==> src/tddm_pkg.sv <==
package tddm_pkg;

   localparam logic [1:0] KIND_TICK    = 2'd0;
   localparam logic [1:0] KIND_CAPTURE = 2'd1;
   localparam logic [1:0] KIND_CLEAR   = 2'd2;

   localparam logic CSR_THRESHOLD   = 1'b0;
   localparam logic CSR_FOUR_SENSOR = 1'b1;

   localparam logic [6:0]  HEAT_MAX    = 7'd90;
   localparam logic [6:0]  DRIFT_LIMIT = 7'd120;
   localparam logic [6:0]  DRIFT_MAX   = 7'd121;
   localparam logic [15:0] HYSTERESIS  = 16'd10;
   localparam logic [3:0]  DERATE_COOL = 4'd10;
   localparam logic [3:0]  DERATE_FLOOR_Q = 4'd5;

   typedef struct packed {
      logic [1:0]       kind;
      logic             sel;
      logic             fresh;
      logic [3:0][15:0] temps;
      logic [1:0][15:0] currents;
      logic [1:0][15:0] voltages;
   } req_type;

   typedef struct packed {
      logic [6:0] cnt;
      logic       trip;
   } drift_state_type;

   // cnt * 205 / 2048 equals cnt / 10 for every 7-bit count
   function automatic logic [3:0] derate_of(input logic [6:0] cnt);
      logic [14:0] prod;
      logic [3:0]  q;
      logic [3:0]  res;
      prod = 15'(cnt) * 15'd205;
      q    = prod[14:11];
      if (cnt == 7'd0) begin
         res = DERATE_COOL;
      end else if (q > DERATE_FLOOR_Q) begin
         res = 4'd0;
      end else begin
         res = 4'd9 - q;
      end
      return res;
   endfunction

endpackage

==> src/tddm_channels.sv <==
interface tddm_req_if;
   logic        valid;
   logic        ready;
   logic [1:0]  kind;
   logic        selected_output;
   logic        temps_fresh;
   logic [15:0] temp_one;
   logic [15:0] temp_two;
   logic [15:0] temp_three;
   logic [15:0] temp_four;
   logic [15:0] current_one;
   logic [15:0] current_two;
   logic [15:0] voltage_one;
   logic [15:0] voltage_two;

   modport source (
      output valid, kind, selected_output, temps_fresh, temp_one, temp_two,
             temp_three, temp_four, current_one, current_two, voltage_one,
             voltage_two,
      input  ready
   );
   modport sink (
      input  valid, kind, selected_output, temps_fresh, temp_one, temp_two,
             temp_three, temp_four, current_one, current_two, voltage_one,
             voltage_two,
      output ready
   );
endinterface

interface tddm_rsp_if;
   logic       valid;
   logic       ready;
   logic [3:0] derate_tenths;
   logic [6:0] heat_count;
   logic       any_uncleared;
   logic       drift_error_one;
   logic       drift_error_two;
   logic       hot_one_a;
   logic       hot_one_b;
   logic       hot_two_a;
   logic       hot_two_b;

   modport source (
      output valid, derate_tenths, heat_count, any_uncleared, drift_error_one,
             drift_error_two, hot_one_a, hot_one_b, hot_two_a, hot_two_b,
      input  ready
   );
   modport sink (
      input  valid, derate_tenths, heat_count, any_uncleared, drift_error_one,
             drift_error_two, hot_one_a, hot_one_b, hot_two_a, hot_two_b,
      output ready
   );
endinterface

==> src/tddm_thermal.sv <==
module tddm_thermal
   import tddm_pkg::*;
(
   input  logic             fresh,
   input  logic             four_mode,
   input  logic [15:0]      threshold,
   input  logic [3:0][15:0] temps,
   input  logic             sel,
   input  logic [3:0]       hot_cur,
   input  logic [1:0][6:0]  heat_cur,
   output logic [3:0]       hot_nxt,
   output logic [1:0][6:0]  heat_nxt
);

   logic [16:0] thr_hi;
   logic        hot_sel;
   logic [6:0]  cnt;

   assign thr_hi = {1'b0, threshold} + {1'b0, HYSTERESIS};

   always_comb begin
      for (int i = 0; i < 4; i++) begin
         hot_nxt[i] = hot_cur[i];
         if (fresh && (i == 0 || four_mode)) begin
            if (temps[i] < threshold) begin
               hot_nxt[i] = 1'b1;
            end
            if ({1'b0, temps[i]} > thr_hi) begin
               hot_nxt[i] = 1'b0;
            end
         end
      end
   end

   assign hot_sel = sel ? (hot_nxt[2] | hot_nxt[3]) : (hot_nxt[0] | hot_nxt[1]);
   assign cnt     = heat_cur[sel];

   always_comb begin
      heat_nxt = heat_cur;
      if (hot_sel) begin
         if (cnt < HEAT_MAX) begin
            heat_nxt[sel] = cnt + 7'd1;
         end
      end else if (cnt != 7'd0) begin
         heat_nxt[sel] = cnt - 7'd1;
      end
   end

endmodule

==> src/tddm_drift.sv <==
module tddm_drift
   import tddm_pkg::*;
(
   input  logic            enabled,
   input  logic            cool,
   input  logic [15:0]     ref_current,
   input  logic [15:0]     ref_voltage,
   input  logic [15:0]     voltage,
   input  logic [6:0]      cnt_cur,
   output drift_state_type drift_nxt
);

   logic [20:0] v20;
   logic [20:0] r23;
   logic [20:0] r17;
   logic        out_of_band;

   assign v20 = 21'(voltage) * 21'd20;
   assign r23 = 21'(ref_voltage) * 21'd23;
   assign r17 = 21'(ref_voltage) * 21'd17;
   assign out_of_band = (v20 > r23) || (v20 < r17);

   always_comb begin
      if (enabled && cool && ref_current != 16'd0 && out_of_band) begin
         drift_nxt.cnt = (cnt_cur < DRIFT_MAX) ? cnt_cur + 7'd1 : cnt_cur;
      end else begin
         drift_nxt.cnt = 7'd0;
      end
      drift_nxt.trip = drift_nxt.cnt > DRIFT_LIMIT;
   end

endmodule

==> src/thermal_derate_drift_monitor.sv <==
// An accepted transaction is held in the input register; its result is then
// registered in the result register, which waits while the response is not taken.
// Throughput: one transaction per cycle unless stalled; all work is one logic pass.
// Reset: synchronous, active high; clears both stages, all monitor state, sets
// threshold to 0 and four-sensor mode on. No clearing pass is needed.
module thermal_derate_drift_monitor
   import tddm_pkg::*;
(
   input  logic        clock,
   input  logic        reset,
   tddm_req_if.sink    req_ch,
   tddm_rsp_if.source  rsp_ch,
   input  logic        csr_we,
   input  logic        csr_index,
   input  logic [15:0] csr_wdata
);

   logic [15:0]     threshold_ff;
   logic            four_mode_ff;

   logic            in_v_ff;
   req_type         in_ff;
   logic            out_v_ff;
   logic            adv;

   logic [3:0]      hot_ff, hot_in;
   logic [1:0][6:0] heat_ff, heat_in;
   logic [1:0][6:0] drift_ff, drift_in;
   logic [1:0][15:0] ref_i_ff, ref_i_in;
   logic [1:0][15:0] ref_v_ff, ref_v_in;
   logic [1:0]      err_ff, err_in;
   logic            unc_ff, unc_in;

   logic [3:0]       hot_tick;
   logic [1:0][6:0]  heat_tick;
   drift_state_type  d0, d1;
   logic             cool0, cool1;

   logic [3:0]  derate_ff;
   logic [6:0]  cnt_ff;
   logic        unc_out_ff;
   logic [1:0]  err_out_ff;
   logic [3:0]  hot_out_ff;

   assign adv          = in_v_ff && (!out_v_ff || rsp_ch.ready);
   assign req_ch.ready = !in_v_ff || adv;

   always_ff @(posedge clock) begin
      if (reset) begin
         threshold_ff <= 16'd0;
         four_mode_ff <= 1'b1;
      end else if (csr_we) begin
         case (csr_index)
            CSR_THRESHOLD:   threshold_ff <= csr_wdata;
            CSR_FOUR_SENSOR: four_mode_ff <= csr_wdata[0];
            default: ;
         endcase
      end
   end

   always_ff @(posedge clock) begin
      if (reset) begin
         in_v_ff <= 1'b0;
      end else if (req_ch.ready) begin
         in_v_ff <= req_ch.valid;
      end
   end

   always_ff @(posedge clock) begin
      if (req_ch.valid && req_ch.ready) begin
         in_ff.kind     <= req_ch.kind;
         in_ff.sel      <= req_ch.selected_output;
         in_ff.fresh    <= req_ch.temps_fresh;
         in_ff.temps    <= {req_ch.temp_four, req_ch.temp_three,
                            req_ch.temp_two, req_ch.temp_one};
         in_ff.currents <= {req_ch.current_two, req_ch.current_one};
         in_ff.voltages <= {req_ch.voltage_two, req_ch.voltage_one};
      end
   end

   tddm_thermal u_thermal (
      .fresh     (in_ff.fresh),
      .four_mode (four_mode_ff),
      .threshold (threshold_ff),
      .temps     (in_ff.temps),
      .sel       (in_ff.sel),
      .hot_cur   (hot_ff),
      .heat_cur  (heat_ff),
      .hot_nxt   (hot_tick),
      .heat_nxt  (heat_tick)
   );

   assign cool0 = !hot_tick[0] && !hot_tick[1] && heat_tick[0] == 7'd0;
   assign cool1 = !hot_tick[2] && !hot_tick[3] && heat_tick[1] == 7'd0;

   tddm_drift u_drift_one (
      .enabled     (1'b1),
      .cool        (cool0),
      .ref_current (ref_i_ff[0]),
      .ref_voltage (ref_v_ff[0]),
      .voltage     (in_ff.voltages[0]),
      .cnt_cur     (drift_ff[0]),
      .drift_nxt   (d0)
   );

   tddm_drift u_drift_two (
      .enabled     (in_ff.sel),
      .cool        (cool1),
      .ref_current (ref_i_ff[1]),
      .ref_voltage (ref_v_ff[1]),
      .voltage     (in_ff.voltages[1]),
      .cnt_cur     (drift_ff[1]),
      .drift_nxt   (d1)
   );

   always_comb begin
      hot_in   = hot_ff;
      heat_in  = heat_ff;
      drift_in = drift_ff;
      ref_i_in = ref_i_ff;
      ref_v_in = ref_v_ff;
      err_in   = err_ff;
      unc_in   = unc_ff;
      case (in_ff.kind)
         KIND_TICK: begin
            hot_in   = hot_tick;
            heat_in  = heat_tick;
            drift_in = {d1.cnt, d0.cnt};
            err_in   = err_ff | {d1.trip, d0.trip};
            unc_in   = unc_ff || heat_tick[in_ff.sel] != 7'd0 || d0.trip || d1.trip;
         end
         KIND_CAPTURE: begin
            ref_i_in = in_ff.currents;
            ref_v_in = in_ff.voltages;
         end
         KIND_CLEAR: begin
            hot_in   = 4'd0;
            err_in   = 2'd0;
            unc_in   = 1'b0;
            ref_i_in = in_ff.currents;
            ref_v_in = in_ff.voltages;
         end
         default: ;
      endcase
   end

   always_ff @(posedge clock) begin
      if (reset) begin
         hot_ff   <= 4'd0;
         heat_ff  <= '0;
         drift_ff <= '0;
         ref_i_ff <= '0;
         ref_v_ff <= '0;
         err_ff   <= 2'd0;
         unc_ff   <= 1'b0;
      end else if (adv) begin
         hot_ff   <= hot_in;
         heat_ff  <= heat_in;
         drift_ff <= drift_in;
         ref_i_ff <= ref_i_in;
         ref_v_ff <= ref_v_in;
         err_ff   <= err_in;
         unc_ff   <= unc_in;
      end
   end

   always_ff @(posedge clock) begin
      if (reset) begin
         out_v_ff <= 1'b0;
      end else if (adv) begin
         out_v_ff <= 1'b1;
      end else if (rsp_ch.ready) begin
         out_v_ff <= 1'b0;
      end
   end

   always_ff @(posedge clock) begin
      if (adv) begin
         derate_ff  <= derate_of(heat_in[in_ff.sel]);
         cnt_ff     <= heat_in[in_ff.sel];
         unc_out_ff <= unc_in;
         err_out_ff <= err_in;
         hot_out_ff <= hot_in;
      end
   end

   assign rsp_ch.valid           = out_v_ff;
   assign rsp_ch.derate_tenths   = derate_ff;
   assign rsp_ch.heat_count      = cnt_ff;
   assign rsp_ch.any_uncleared   = unc_out_ff;
   assign rsp_ch.drift_error_one = err_out_ff[0];
   assign rsp_ch.drift_error_two = err_out_ff[1];
   assign rsp_ch.hot_one_a       = hot_out_ff[0];
   assign rsp_ch.hot_one_b       = hot_out_ff[1];
   assign rsp_ch.hot_two_a       = hot_out_ff[2];
   assign rsp_ch.hot_two_b       = hot_out_ff[3];

   a_derate_cool: assert property (@(posedge clock) disable iff (reset)
      out_v_ff |-> ((cnt_ff == 7'd0) == (derate_ff == DERATE_COOL)))
      else $error("derate and heat count disagree");

   a_err_implies_unc: assert property (@(posedge clock) disable iff (reset)
      (err_ff != 2'd0) |-> unc_ff)
      else $error("drift error without uncleared flag");

   a_counter_bounds: assert property (@(posedge clock) disable iff (reset)
      (heat_ff[0] <= HEAT_MAX) && (heat_ff[1] <= HEAT_MAX) &&
      (drift_ff[0] <= DRIFT_MAX) && (drift_ff[1] <= DRIFT_MAX))
      else $error("counter beyond saturation");

endmodule
==> src/flat_wrapper.sv <==
// flat-port wrapper written by rule: the top's interface ports become plain ports
module thermal_derate_drift_monitor_flat import tddm_pkg::*;
  (clock, reset, csr_we, csr_index, csr_wdata, req_ch_valid, req_ch_kind, req_ch_selected_output, req_ch_temps_fresh, req_ch_temp_one, req_ch_temp_two, req_ch_temp_three, req_ch_temp_four, req_ch_current_one, req_ch_current_two, req_ch_voltage_one, req_ch_voltage_two, req_ch_ready, rsp_ch_valid, rsp_ch_derate_tenths, rsp_ch_heat_count, rsp_ch_any_uncleared, rsp_ch_drift_error_one, rsp_ch_drift_error_two, rsp_ch_hot_one_a, rsp_ch_hot_one_b, rsp_ch_hot_two_a, rsp_ch_hot_two_b, rsp_ch_ready);
  tddm_req_if req_ch_i ();
  tddm_rsp_if rsp_ch_i ();
  input  logic clock;
  input  logic reset;
  input  logic csr_we;
  input  logic csr_index;
  input  logic [15:0] csr_wdata;
  input wire logic [$bits(req_ch_i.valid)-1:0] req_ch_valid;
  input wire logic [$bits(req_ch_i.kind)-1:0] req_ch_kind;
  input wire logic [$bits(req_ch_i.selected_output)-1:0] req_ch_selected_output;
  input wire logic [$bits(req_ch_i.temps_fresh)-1:0] req_ch_temps_fresh;
  input wire logic [$bits(req_ch_i.temp_one)-1:0] req_ch_temp_one;
  input wire logic [$bits(req_ch_i.temp_two)-1:0] req_ch_temp_two;
  input wire logic [$bits(req_ch_i.temp_three)-1:0] req_ch_temp_three;
  input wire logic [$bits(req_ch_i.temp_four)-1:0] req_ch_temp_four;
  input wire logic [$bits(req_ch_i.current_one)-1:0] req_ch_current_one;
  input wire logic [$bits(req_ch_i.current_two)-1:0] req_ch_current_two;
  input wire logic [$bits(req_ch_i.voltage_one)-1:0] req_ch_voltage_one;
  input wire logic [$bits(req_ch_i.voltage_two)-1:0] req_ch_voltage_two;
  output wire logic [$bits(req_ch_i.ready)-1:0] req_ch_ready;
  output wire logic [$bits(rsp_ch_i.valid)-1:0] rsp_ch_valid;
  output wire logic [$bits(rsp_ch_i.derate_tenths)-1:0] rsp_ch_derate_tenths;
  output wire logic [$bits(rsp_ch_i.heat_count)-1:0] rsp_ch_heat_count;
  output wire logic [$bits(rsp_ch_i.any_uncleared)-1:0] rsp_ch_any_uncleared;
  output wire logic [$bits(rsp_ch_i.drift_error_one)-1:0] rsp_ch_drift_error_one;
  output wire logic [$bits(rsp_ch_i.drift_error_two)-1:0] rsp_ch_drift_error_two;
  output wire logic [$bits(rsp_ch_i.hot_one_a)-1:0] rsp_ch_hot_one_a;
  output wire logic [$bits(rsp_ch_i.hot_one_b)-1:0] rsp_ch_hot_one_b;
  output wire logic [$bits(rsp_ch_i.hot_two_a)-1:0] rsp_ch_hot_two_a;
  output wire logic [$bits(rsp_ch_i.hot_two_b)-1:0] rsp_ch_hot_two_b;
  input wire logic [$bits(rsp_ch_i.ready)-1:0] rsp_ch_ready;
  assign req_ch_i.valid = req_ch_valid;
  assign req_ch_i.kind = req_ch_kind;
  assign req_ch_i.selected_output = req_ch_selected_output;
  assign req_ch_i.temps_fresh = req_ch_temps_fresh;
  assign req_ch_i.temp_one = req_ch_temp_one;
  assign req_ch_i.temp_two = req_ch_temp_two;
  assign req_ch_i.temp_three = req_ch_temp_three;
  assign req_ch_i.temp_four = req_ch_temp_four;
  assign req_ch_i.current_one = req_ch_current_one;
  assign req_ch_i.current_two = req_ch_current_two;
  assign req_ch_i.voltage_one = req_ch_voltage_one;
  assign req_ch_i.voltage_two = req_ch_voltage_two;
  assign req_ch_ready = req_ch_i.ready;
  assign rsp_ch_valid = rsp_ch_i.valid;
  assign rsp_ch_derate_tenths = rsp_ch_i.derate_tenths;
  assign rsp_ch_heat_count = rsp_ch_i.heat_count;
  assign rsp_ch_any_uncleared = rsp_ch_i.any_uncleared;
  assign rsp_ch_drift_error_one = rsp_ch_i.drift_error_one;
  assign rsp_ch_drift_error_two = rsp_ch_i.drift_error_two;
  assign rsp_ch_hot_one_a = rsp_ch_i.hot_one_a;
  assign rsp_ch_hot_one_b = rsp_ch_i.hot_one_b;
  assign rsp_ch_hot_two_a = rsp_ch_i.hot_two_a;
  assign rsp_ch_hot_two_b = rsp_ch_i.hot_two_b;
  assign rsp_ch_i.ready = rsp_ch_ready;
  thermal_derate_drift_monitor u_core (.clock(clock), .reset(reset), .req_ch(req_ch_i), .rsp_ch(rsp_ch_i), .csr_we(csr_we), .csr_index(csr_index), .csr_wdata(csr_wdata));
endmodule
==> config.mk <==
export PLATFORM = sky130hd
export DESIGN_NAME = thermal_derate_drift_monitor_flat
export DESIGN_NICKNAME = d
export VERILOG_FILES = /design/src/tddm_pkg.sv /design/src/tddm_channels.sv /design/src/tddm_thermal.sv /design/src/tddm_drift.sv /design/src/thermal_derate_drift_monitor.sv /design/src/flat_wrapper.sv
export SDC_FILE = /design/constraint.sdc
export NUM_CORES = 1
export LEC_CHECK = 0
export BUFFER_PORTS_ARGS = -buffer_cell sky130_fd_sc_hd__buf_4
export CAP_MARGIN = 10
export CORE_MARGIN = 2
export CORE_UTILIZATION = 45
export CTS_CLUSTER_DIAMETER = 100
export CTS_CLUSTER_SIZE = 16
export DETAILED_ROUTE_END_ITERATION = 8
export PLACE_DENSITY_LB_ADDON = 0.15
export SLEW_MARGIN = 20
export SYNTH_ARGS = -nofsm -noshare
export SYNTH_HDL_FRONTEND = slang
export SYNTH_SLANG_ARGS = --single-unit
==> constraint.sdc <==
create_clock -name clock -period 8.83 [get_ports clock]
set_input_delay 0.4415 -clock clock [delete_from_list [all_inputs] [get_ports clock]]
set_output_delay 0.4415 -clock clock [all_outputs]
set_load 0.005 [all_outputs]
==> metrics.md, run 1 <==
| Metric | Value |
|---|---|
| Run status | complete, no violations |
| Most frequent cells in the layout | ha_1, inv_1, nand2_1 |
| First-pass GRT wire length | 97700 um |
| CP max stage delay | 0.54 ns |
| Hold EP | u_core.in_ff[112]$_DFFE_PP_ |
| Core area | 50100 sq um |
| Layout cells sized above 1 | a little over a tenth |
| Ports | roughly 170 |
| Net Sw Frac | approximately a third |
| Final count of hold timing violations | 0 |
| Slew Limit Fails | 0 |
| Seq pwr share | 43.1% |
| Power Dens Cells | 131 nW/um^2 |
| Pleak | ~12 nW |
| Htree depth | 1 |
| TritonCTS clock tree | done |
| Floorplan row count | 82 |
| PortBufs | 173 |
| Commonest non-fill, non-tap cell in the layout | ha_1 |
| Slowest CP cell | mux4_2 |
| Worst Path Required | 9.14 ns |
| DRT Wirelength | 61100 um |
| Psw | 1.07 mW |
| Crit Reg-Reg Endpoint | u_core.rsp_ch.derate_tenths[2]$_SDFFCE_PP0P_ |
| WHS | around 0.059 ns |
| Setup violators final | 0 |
| DRC viols | 0 |
| Ant diodes | 0 |
| Number of library cell types mapped by synthesis | 89 |
| Avg WL per Cell | 18.4 um |
| Die height | 229 um |
| Syn Nets | approximately 3100 |
| Initial DRC Count | 988 |
| Top_reg_cell synth | edfxtp_1 |
| Cells after Synth | 2462 |
| Starting Density | 45.5% |
| Setup CP Type | reg -> reg |
| F_max | 0.121 GHz |
| Max-slew headroom | 35.2% |
| Post-DP Area | about 25000 sq um |
| Post-synth EDFFs | 150 |
| Comb power frac | 28.8% |
| Critical-path maximum fanout | 7 |
| Clk Latency, worst-skew pair | roughly 0.55 ns |
| Worst setup EP type | register |
| Vias in the first global route | 18570 |
| Final setup skew | around 0.014 ns |
| NumNets Final | between 3000 and 4000 |
| Tightest Hold Check Type | in -> reg |
| Root buffer cell | clkbuf_16 |
| Layout area overhead | 12.6% |
| Die X | 229 um |
| Worst Path Arrival | 8.59 ns |
| Detailed-route via count | 18193 |
| GRT busiest layer | met2 |
| Synth warn | 0 |
| HPWL after DPL | 47800 um |
| Antenna viol nets, final | 0 |
| Register area share after synthesis | 30.2% |
| Sink Count | 268 |
| GRT Util Overall | around a quarter |
| Reg area | 6870 sq um |
| R2R depth | 38 |
| CTS max path bufs | 3 |
| Largest net degree at the start of global routing | 70 |
| Synth Register Bits | 268 |
| Global routing usage on met3 | approximately 2.5% |
| Final WS setup | ~0.56 ns |
| Die ar. | roughly 52000 sq um |
| Routed vias/inst | 5.49 |
| Final worst path period need | 8.27 ns |
| Area of the multi-input gates | 14600 sq um |
| GRT overflow | 0 |
| Mapped Area | 22800 sq um |
| Hold-fix buffers at CTS | 0 |
| First-pass detailed-route iteration total | 5 |
| Max-cap viol count | 0 |
| Fillers | 4761 |
| Synth async-reset ratio | 0% |
| Peak VDD IR | 149 uV |
| Antenna violations before repair | 0 |
| Hold Crit Depth | 1 |
| Reg2Reg Setup Slack | around 0.56 ns |
| Met1 usage | 29.2% |
| Clock transition at the registers of the reported paths | 0.08 ns |
| Startpoint Class | register |
| CTS Buf Count | 21 |
| Tcrit/Tclk final | a little over nine tenths |
| Cell area after layout | 25600 sq um |
| Final Util | 51.2% |
| DP Worst Slack | 0.0968 ns |
| Crit Reg-Reg Startpoint | u_core.threshold_ff[1]$_SDFFE_PP0P_ |
| Routability cong. | 0.905 |
| Int Power | 2.28 mW |
| Worst Tran Pin Value | 0.969 ns |
| Clock network power share | 28.2% |
| Syn_area_per_cell | just over 9 sq um |
| HP Start | req_ch_temp_four[0] |
| Met2 Track Usage GR | between 40% and 50% |
-- sequential cells by signal (all words and copies together), names as in the netlist, 2 cells and up --
name / flops
u_core.in_ff: 132
u_core.rsp_ch.derate_tenths: 4
u_core.rsp_ch.heat_count: 7
u_core.hot_out_ff: 4
u_core.threshold_ff: 16
u_core.heat_ff: 14
u_core.err_out_ff: 2
u_core.hot_ff: 4
u_core.err_ff: 2
u_core.drift_ff: 14
u_core.ref_i_ff: 32
u_core.ref_v_ff: 32
-- how the worst max path moves through the flow --
| stage | from | endpoint | slack [ns] | cells past startpoint |
|---|---|---|---|---|
| floorplan | u_core.threshold_ff[1]$_SDFFE_PP0P_ | u_core.rsp_ch.derate_tenths[2]$_SDFFCE_PP0P_ | 0.78 | 42 |
| global placement | u_core.threshold_ff[2]$_SDFFE_PP0P_ | u_core.rsp_ch.derate_tenths[2]$_SDFFCE_PP0P_ | 0.28 | 39 |
| detailed placement | u_core.threshold_ff[2]$_SDFFE_PP0P_ | u_core.rsp_ch.derate_tenths[2]$_SDFFCE_PP0P_ | 0.1 | 39 |
| CTS | u_core.threshold_ff[2]$_SDFFE_PP0P_ | u_core.rsp_ch.derate_tenths[2]$_SDFFCE_PP0P_ | 0.10 | 37 |
| global route | u_core.threshold_ff[2]$_SDFFE_PP0P_ | u_core.rsp_ch.derate_tenths[2]$_SDFFCE_PP0P_ | -0.01 | 40 |
| finish | u_core.threshold_ff[1]$_SDFFE_PP0P_ | u_core.rsp_ch.derate_tenths[2]$_SDFFCE_PP0P_ | 0.56 | 38 |
-- stage by stage --
stage	TNS, ns	power, mW	instances
5_1_grt	-0.0123	3.59	3314
2_1_floorplan	0	2.13	2462
4_1_cts	0	3.39	3308
3_5_place_dp	0	2.43	3270
6_report	0	3.36	3314
3_3_place_gp	0	2.40	3270
-- power by group through the flow --
stage	Clock, mW	Combinational, mW	Sequential [mW]
2_1_floorplan	0	0.681	1.45
3_3_place_gp	0	0.928	1.47
3_5_place_dp	0	0.960	1.47
4_1_cts	0.980	0.969	1.45
5_1_grt	1.02	1.11	1.45
6_report	0.946	0.966	1.45
-- critical path: cells and delay by family (launching register included) --
kind                     cells  cell delay, ns
flip-flops                   1            0.33
adder cells (fa/ha/maj)      8            2.57
AND/OR/NAND/NOR              6            0.66
buffers and inverters        7            0.67
XOR/XNOR                     2            0.52
AO/OA/AOI/OAI               13            2.61
multiplexers                 2            0.68
-- kinds of logic after synthesis --
kind of cell | Yosys count | synth area share (%)
AO/OA/AOI/OAI | 576 | 15.6
AND/OR/NAND/NOR | 628 | 13.3
buffers and inverters | 364 | 6.12
adder cells (fa/ha/maj) | 495 | 29.3
flip-flops | 268 | 30.2
multiplexers | 24 | 1.22
XOR/XNOR | 107 | 4.33
-- per-layer routing --
metal	vias to the layer above	routed length, um	part of all wire, %
li1	9060	-	-
met1	8662	26800	44
met2	368	29900	49
met3	103	2060	3.4
met4	0	2380	3.9
met5	-	0	0
-- repair_timing --
action / in CTS / in global routing
setup endpoints to repair: 0 / 4
buffers inserted: 0 / 6
gates resized for setup: 0 / 24
-- cell usage after synthesis, types with 4 or more instances --
master	instances	share of area, %
ha_1	430	24
mux2_2	6	0.30
inv_1	300	4.9
a31oi_1	18	0.49
a211oi_1	15	0.49
xor2_1	33	1.3
nor2b_1	27	0.74
o21a_1	20	0.66
nor2_1	93	1.5
edfxtp_1	150	20
a21boi_0	7	0.23
nor4_1	19	0.52
and3_1	18	0.49
dfxtp_1	118	10
mux2i_1	15	0.66
nor3b_1	5	0.16
a31o_2	4	0.15
fa_1	64	5.6
and2_1	7	0.19
or2_2	4	0.11
o21ai_0	117	2.6
o22ai_1	6	0.16
nand2b_1	36	0.99
a21o_1	54	1.8
nand3_1	59	1.3
a2111oi_0	11	0.42
o211ai_1	9	0.30
nor3_1	35	0.77
nand2_1	262	4.3
o2111ai_1	5	0.19
a211o_1	6	0.23
clkbuf_1	52	0.86
or3_1	8	0.22
a221oi_1	4	0.15
and4_1	5	0.19
o31ai_1	4	0.13
nand4_1	29	0.80
xnor2_1	70	2.7
o41ai_1	7	0.27
o21bai_1	17	0.56
a21oi_1	234	5.1
-- layout make-up --
type | count | share of cell area [%]
well taps | 672 | 3.28
clock inverters | 5 | 0.229
flip-flops and latches | 268 | 26.8
clock buffers | 33 | 2.23
repair buffers | 203 | 5.95
multi-input cells | 1830 | 57.1
inverters | 303 | 4.44
No activity file was read; power rests on OpenSTA's default activity.
==> run 2, diff against run 1 <==
ABC_AREA = 1   (was default)
CORE_ASPECT_RATIO = 2   (was default)
==> run 2 against run 1 <==
  * Worst hold slack worse by 0.014 ns
  * Synthesized cell count is 7.6% higher
  * Global-route usage is 0.91 points higher
  * Flip-flop and latch count stayed put
  * Sequential share of layout area is 0.20 points higher
  * Critical path type unchanged
  * Largest cell class unchanged
==> metrics.md, run 2 <==
| Metric | Value |
|---|---|
| Setup bufs post-CTS | 0 |
| Max-slew headroom | 38.9% |
| Cell area after layout | between 20000 and 30000 sq um |
| GRT Util Overall | 24.2% |
| Slowest CP cell | xor2_1 |
| First-pass detailed-route iteration total | 8 |
| Die X | between 150 and 200 um |
| HPWL after DPL | 51400 um |
| Vias in the first global route | 19105 |
| Tightest Hold Check Type | in -> reg |
| Max-cap viol count | 0 |
| Core area | 50100 sq um |
| Die height | 323 um |
| Startpoint Class | register |
| Sink Count | 268 |
| Antenna viol nets, final | 0 |
| Top post-synthesis cells by count | inv_1, ha_1, nand2_1 |
| TritonCTS clock tree | done |
| Final setup skew | 0.0323 ns |
| First-pass GRT wire length | 99100 um |
| Avg WL per Cell | 18.1 um |
| NumNets Final | 3455 |
| Synth async-reset ratio | 0% |
| PortBufs | approximately 170 |
| Most frequent cells in the layout | inv_1, ha_1, nand2_1 |
| Dpl cells | about 3400 |
| Hold EP | u_core.in_ff[1]$_DFFE_PP_ |
| Commonest non-fill, non-tap cell in the layout | inv_1 |
| Floorplan row count | between 100 and 150 |
| DRT Wirelength | 62900 um |
| TNS Setup | 0 ns |
| CP max stage delay | 0.48 ns |
| Final count of hold timing violations | 0 |
| Layout cells sized above 1 | about 10% |
| DP Worst Slack | approximately 0.82 ns |
| Peak VDD IR | about 180 uV |
| Largest net degree at the start of global routing | 70 |
| Number of library cell types mapped by synthesis | 58 |
| Power Dens Cells | between 150 and 200 nW/um^2 |
| Synth warn | 0 |
| Worst Path Arrival | 8.24 ns |
| Syn Nets | 3298 |
| Most common cell in the netlist | inv_1 |
| Tcrit/Tclk final | 89.9% |
| Worst Tran Pin Value | around 0.9 ns |
| GRT overflow | 0 |
| Register area share after synthesis | 30.1% |
| Ant diodes | 0 |
| Setup violators final | 0 |
| Final Total Pwr | 3.90 mW |
| CTS Buf Count | 20 |
| Clock transition at the registers of the reported paths | 0.08 ns |
| Cells after Synth | roughly 2700 |
| Ranking of synthesized cells by area | ha_1, edfxtp_1, dfxtp_1 |
| Post-synth EDFFs | 150 |
| Routability cong. | 0.968 |
| Pleak | 12.3 nW |
| Antenna violations before repair | 0 |
| Layout area overhead | 11.3% |
| Worst Path Required | 9.14 ns |
| Routed vias/inst | 5.34 |
| Largest area contributor in the netlist | ha_1 |
| Final worst path period need | roughly 7.9 ns |
| RSZ-0062 raised after global routing | false |
| Crit Reg-Reg Startpoint | u_core.threshold_ff[1]$_SDFFE_PP0P_ |
| HP Start | req_ch_voltage_one[1] |
| Detailed-route via count | around 19000 |
| Reg2Reg Setup Slack | 0.89 ns |
| Starting Density | 45.6% |
| Critical-path maximum fanout | 16 |
| F_max | 0.126 GHz |
| Top_reg_cell synth | edfxtp_1 |
| Setup CP Type | reg -> reg |
| Top-area cell type share of the netlist area | 23.6% |
| R2R depth | 42 |
| Initial DRC Count | 812 |
| Root buffer cell | clkbuf_16 |
| Largest regs | u_core.in_ff (132), u_core.ref_i_ff (32), u_core.ref_v_ff (32) |
| Hold-fix buffers at CTS | 0 |
| Syn_area_per_cell | 8.62 sq um |
| Crit Reg-Reg Endpoint | u_core.rsp_ch.derate_tenths[2]$_SDFFCE_PP0P_ |
| Max FFs per register | 132 |
| Clk Latency, worst-skew pair | about 0.56 ns |
| Mapped Area | about 23000 sq um |
| Slew Limit Fails | 0 |
| Run status | complete, no violations |
| Ports | around 170 |
| Htree depth | 1 |
| DRC viols | 0 |
| Fin cells | 3470 |
| Register name with the most flops | u_core.in_ff |
| Synth Register Bits | 268 |
| Die ar. | 52700 sq um |
| Worst setup EP type | register |
| Post-DP Area | 24800 sq um |
| Hold Crit Depth | 1 |
| Final WS setup | 0.894 ns |
| CTS max path bufs | 3 |
==> run 2: changes by cell type in the layout (fill, tap and decap cells not counted), moves of 36 or more <==
| cell | before | now |
|---|---|---|
| a21o_1 | 54 | 7 |
| a21oi_1 | 234 | 284 |
| inv_1 | 300 | 483 |
| nand2_1 | 261 | 329 |
| nand2b_1 | 36 | 0 |
| o21ai_0 | 114 | 157 |
| xnor2_1 | 63 | 14 |
| xor2_1 | 33 | 109 |
==> run 2: metal layers <==
layer	GRT usage (%)	vias to the layer above	part of all wire, %	routed length, um
met5	0	-	0	0
met4	11.6	0	4.9	3070
met3	2.29	121	3.5	2190
met2	47.4	392	55	34500
met1	25.1	8787	37	23200
li1	-	9233	-	-
==> run 2: cells by family after synthesis <==
family | Yosys count | synth area share, %
adders and majority gates | 494 | 29.2
xor gates and xnor gates | 123 | 4.72
DFF | 268 | 30.1
and+or+nand+nor | 661 | 13.3
muxes | 1 | 0.0438
AOI/OAI and AO/OA | 559 | 13.6
buffers and inverters | 544 | 9.12
==> run 2: worst max-delay path by stage <==
stage,startpoint,endpoint,slack [ns]
floorplan,u_core.threshold_ff[1]$_SDFFE_PP0P_,u_core.rsp_ch.derate_tenths[2]$_SDFFCE_PP0P_,1.91
global placement,u_core.threshold_ff[1]$_SDFFE_PP0P_,u_core.rsp_ch.derate_tenths[2]$_SDFFCE_PP0P_,0.90
detailed placement,u_core.threshold_ff[1]$_SDFFE_PP0P_,u_core.rsp_ch.derate_tenths[2]$_SDFFCE_PP0P_,0.82
CTS,u_core.threshold_ff[1]$_SDFFE_PP0P_,u_core.rsp_ch.derate_tenths[2]$_SDFFCE_PP0P_,0.78
global route,u_core.threshold_ff[1]$_SDFFE_PP0P_,u_core.rsp_ch.derate_tenths[2]$_SDFFCE_PP0P_,0.13
finish,u_core.threshold_ff[1]$_SDFFE_PP0P_,u_core.rsp_ch.derate_tenths[2]$_SDFFCE_PP0P_,0.89
==> run 2: final cells by class <==
cell class                 count  area (sq um)
inverter                     496          1870
clock buffer                  34           553
clock inverter                 2          46.3
tap                          649           812
timing repair buffer         183          1370
sequential                   268          6870
fill                        4782         24700
multi-input combinational   1838         13900
==> run 2: metrics by stage <==
step / hold WS (ns) / utilization, %
after floorplan: 0.429 / -
after global placement: 0.441 / 49.6
after detailed placement: 0.449 / 49.6
after CTS: 0.0126 / 50.8
after global routing: 0.0225 / 50.8
final: 0.0454 / 50.8
==> run 2: worst max-delay path, delay by kind of cell (launching register included) <==
kind,cells,cell delay (ns)
adders and majority gates,8,2.64
and+or+nand+nor,22,2.54
AOI/OAI and AO/OA,4,1.02
buffers and inverters,7,0.52
xor gates and xnor gates,1,0.48
DFF,1,0.47
==> run 2: what timing repair did <==
| action | 4_1_cts | 5_1_grt |
|---|---|---|
| resized for setup | 0 | 1 |
| endpoints found under the hold margin | 0 | 0 |
| setup endpoints to repair | 0 | 1 |
==> run 2: power by group <==
| group | total, mW | switching [mW] | leakage [nW] | internal [mW] |
|---|---|---|---|---|
| Clock | 0.936 | 0.476 | 0.284 | 0.460 |
| Sequential | 1.48 | 0.0735 | 2.43 | 1.40 |
| Combinational | 1.49 | 0.912 | 9.57 | 0.580 |
==> run 3, diff against run 2 <==
PLACE_DENSITY = 0.64   (was default)
PLACE_DENSITY_LB_ADDON = default   (was 0.15)
==> run 3 against run 2 <==
  * Largest power group is now sequential cells
  * Combinational power hardly changed
  * Largest cell class unchanged
  * Clock skew is 0.0052 ns lower
  * Critical path type unchanged
  * Utilization is essentially flat
  * Highest routed layer is now met5
==> metrics.md, run 3 (synthesized netlist as in run 2, its figures left out) <==
| Metric | Value |
|---|---|
| Top delay family on crit path | adder cells |
| Final worst path period need | 7.96 ns |
| Max FFs per register | 132 |
| Slew Limit Fails | 0 |
| Worst Tran Pin Value | 1.03 ns |
| Worst Path Arrival | approximately 8.3 ns |
| Avg WL per Cell | around 18 um |
| CTS Buf Count | 20 |
| Setup violators final | 0 |
| Startpoint Class | register |
| Peak VDD IR | 189 uV |
| Initial DRC Count | 868 |
| Tcrit/Tclk final | 90.1% |
| Vias in the first global route | around 20000 |
| TritonCTS clock tree | done |
| Layout area overhead | 11.2% |
| Pleak | 12.3 nW |
| Largest regs | u_core.in_ff (132), u_core.ref_i_ff (32), u_core.ref_v_ff (32) |
| Crit Reg-Reg Startpoint | u_core.threshold_ff[1]$_SDFFE_PP0P_ |
| Clk Latency, worst-skew pair | 0.56 ns |
| First-pass GRT wire length | 99300 um |
| DRC viols | 0 |
| Root buffer cell | clkbuf_16 |
| DRT Wirelength | around 63000 um |
| Detailed-route via count | 18548 |
| RSZ-0062 raised after global routing | false |
| TNS Setup | 0 ns |
| CP max stage delay | 0.51 ns |
| HP Start | req_ch_voltage_one[2] |
| R2R depth | 43 |
| Tightest Hold Check Type | in -> reg |
| Crit Reg-Reg Endpoint | u_core.rsp_ch.derate_tenths[2]$_SDFFCE_PP0P_ |
| CP Launch Point | u_core.threshold_ff[1]$_SDFFE_PP0P_ |
| Register name with the most flops | u_core.in_ff |
| Antenna violations before repair | 1 |
| GRT Util Overall | 24.1% |
| Ant diodes | 0 |
| Final setup skew | approximately 0.027 ns |
| Hold-fix buffers at CTS | 0 |
| Ports | 174 |
| Power Dens Cells | about 150 nW/um^2 |
| Commonest non-fill, non-tap cell in the layout | inv_1 |
| Largest net degree at the start of global routing | 77 |
| GRT overflow | 0 |
| Sink Count | about 270 |
| Reg2Reg Setup Slack | 0.87 ns |
| Max-cap viol count | 0 |
| Critical Path End | u_core.rsp_ch.derate_tenths[2]$_SDFFCE_PP0P_ |
| Clock transition at the registers of the reported paths | 0.09 ns |
| Critical-path maximum fanout | 16 |
| CTS max path bufs | 3 |
| Crit. path cell count | 43 |
| Routed vias/inst | 5.35 |
| Htree depth | 1 |
| Antenna viol nets, final | 0 |
| F_max | 0.126 GHz |
| Final Total Pwr | 3.89 mW |
| Routability cong. | 0.961 |
| Slowest CP cell | a2111oi_0 |
| Setup bufs post-CTS | 0 |
| Die X | 163 um |
| Floorplan row count | 116 |
| Most common cell on crit path | inv_1 |
| Area of the multi-input gates | 13900 sq um |
| NumNets Final | 3453 |
| Layout cells sized above 1 | 9.68% |
| First-pass detailed-route iteration total | 7 |
| CTS resizes | 0 |
| Reg area | 6870 sq um |
| WHS | 0.0517 ns |
| Run status | complete, no violations |
| Final count of hold timing violations | 0 |
| Core area | 50100 sq um |
| Worst setup EP type | register |
| Setup CP Type | reg -> reg |
| HPWL after DPL | 51100 um |
| Worst Path Required | 9.13 ns |
| Bufs and invs on worst path | 9 |
| Fillers | approximately 4800 |
| Max-slew headroom | between 30% and 40% |
| Die height | 323 um |
| Starting Density | 45.6% |
| Most frequent cells in the layout | inv_1, ha_1, nand2_1 |
| PortBufs | 173 |
| Die ar. | 52700 sq um |
==> run 3: stage by stage <==
stage / cells / instance area, sq um / util, % / setup slack, ns
4_1_cts: 3468 / 25400 / 50.7 / 0.798
5_1_grt: 3468 / 25400 / 50.7 / 0.147
3_3_place_gp: 3432 / 24800 / 49.5 / 0.948
6_report: 3468 / 25400 / 50.7 / 0.873
2_1_floorplan: 2650 / 22800 / - / 1.91
3_5_place_dp: 3432 / 24800 / 49.5 / 0.838
==> run 3: how the worst min path moves through the flow <==
stage | endpoint | slack, ns | cells after the start
after global placement | u_core.ref_i_ff[30]$_SDFFE_PP0P_ | 0.44 | 2
after detailed placement | u_core.ref_i_ff[9]$_SDFFE_PP0P_ | 0.45 | 2
after CTS | u_core.in_ff[2]$_DFFE_PP_ | 0.02 | 1
after global routing | u_core.in_ff[0]$_DFFE_PP_ | 0.04 | 1
after floorplan | u_core.ref_i_ff[12]$_SDFFE_PP0P_ | 0.43 | 2
final | u_core.in_ff[2]$_DFFE_PP_ | 0.05 | 1
==> run 3: worst register-to-register path, delay by kind of cell, from the launching register on <==
kind                       cells  cell delay, ns
AOI/OAI and AO/OA              5            1.07
DFF                            1            0.45
and+or+nand+nor               20            2.52
buffers and inverters          9            0.62
adders and majority gates      8            2.70
xor gates and xnor gates       1            0.36
==> run 3: report_power, final <==
group | leakage (nW) | switching (mW) | internal, mW
sequential | 2.43 | 0.0768 | 1.40
combinational | 9.56 | 0.905 | 0.578
clock | 0.289 | 0.471 | 0.462
total | 12.3 | 1.45 | 2.44
==> run 3: final cells by class <==
cell class,instances,share of cell area [%]
sequential,268,27.0
timing repair buffer,181,5.35
tap,649,3.20
inverter,496,7.35
multi-input combinational,1838,54.7
clock buffer,36,2.37
==> run 3: layer usage <==
layer  wire length [um]  GRT usage (%)
met1              23000           24.9
met5                 10              0
met3               2500           2.42
met4               4300           15.0
met2              32900           45.8
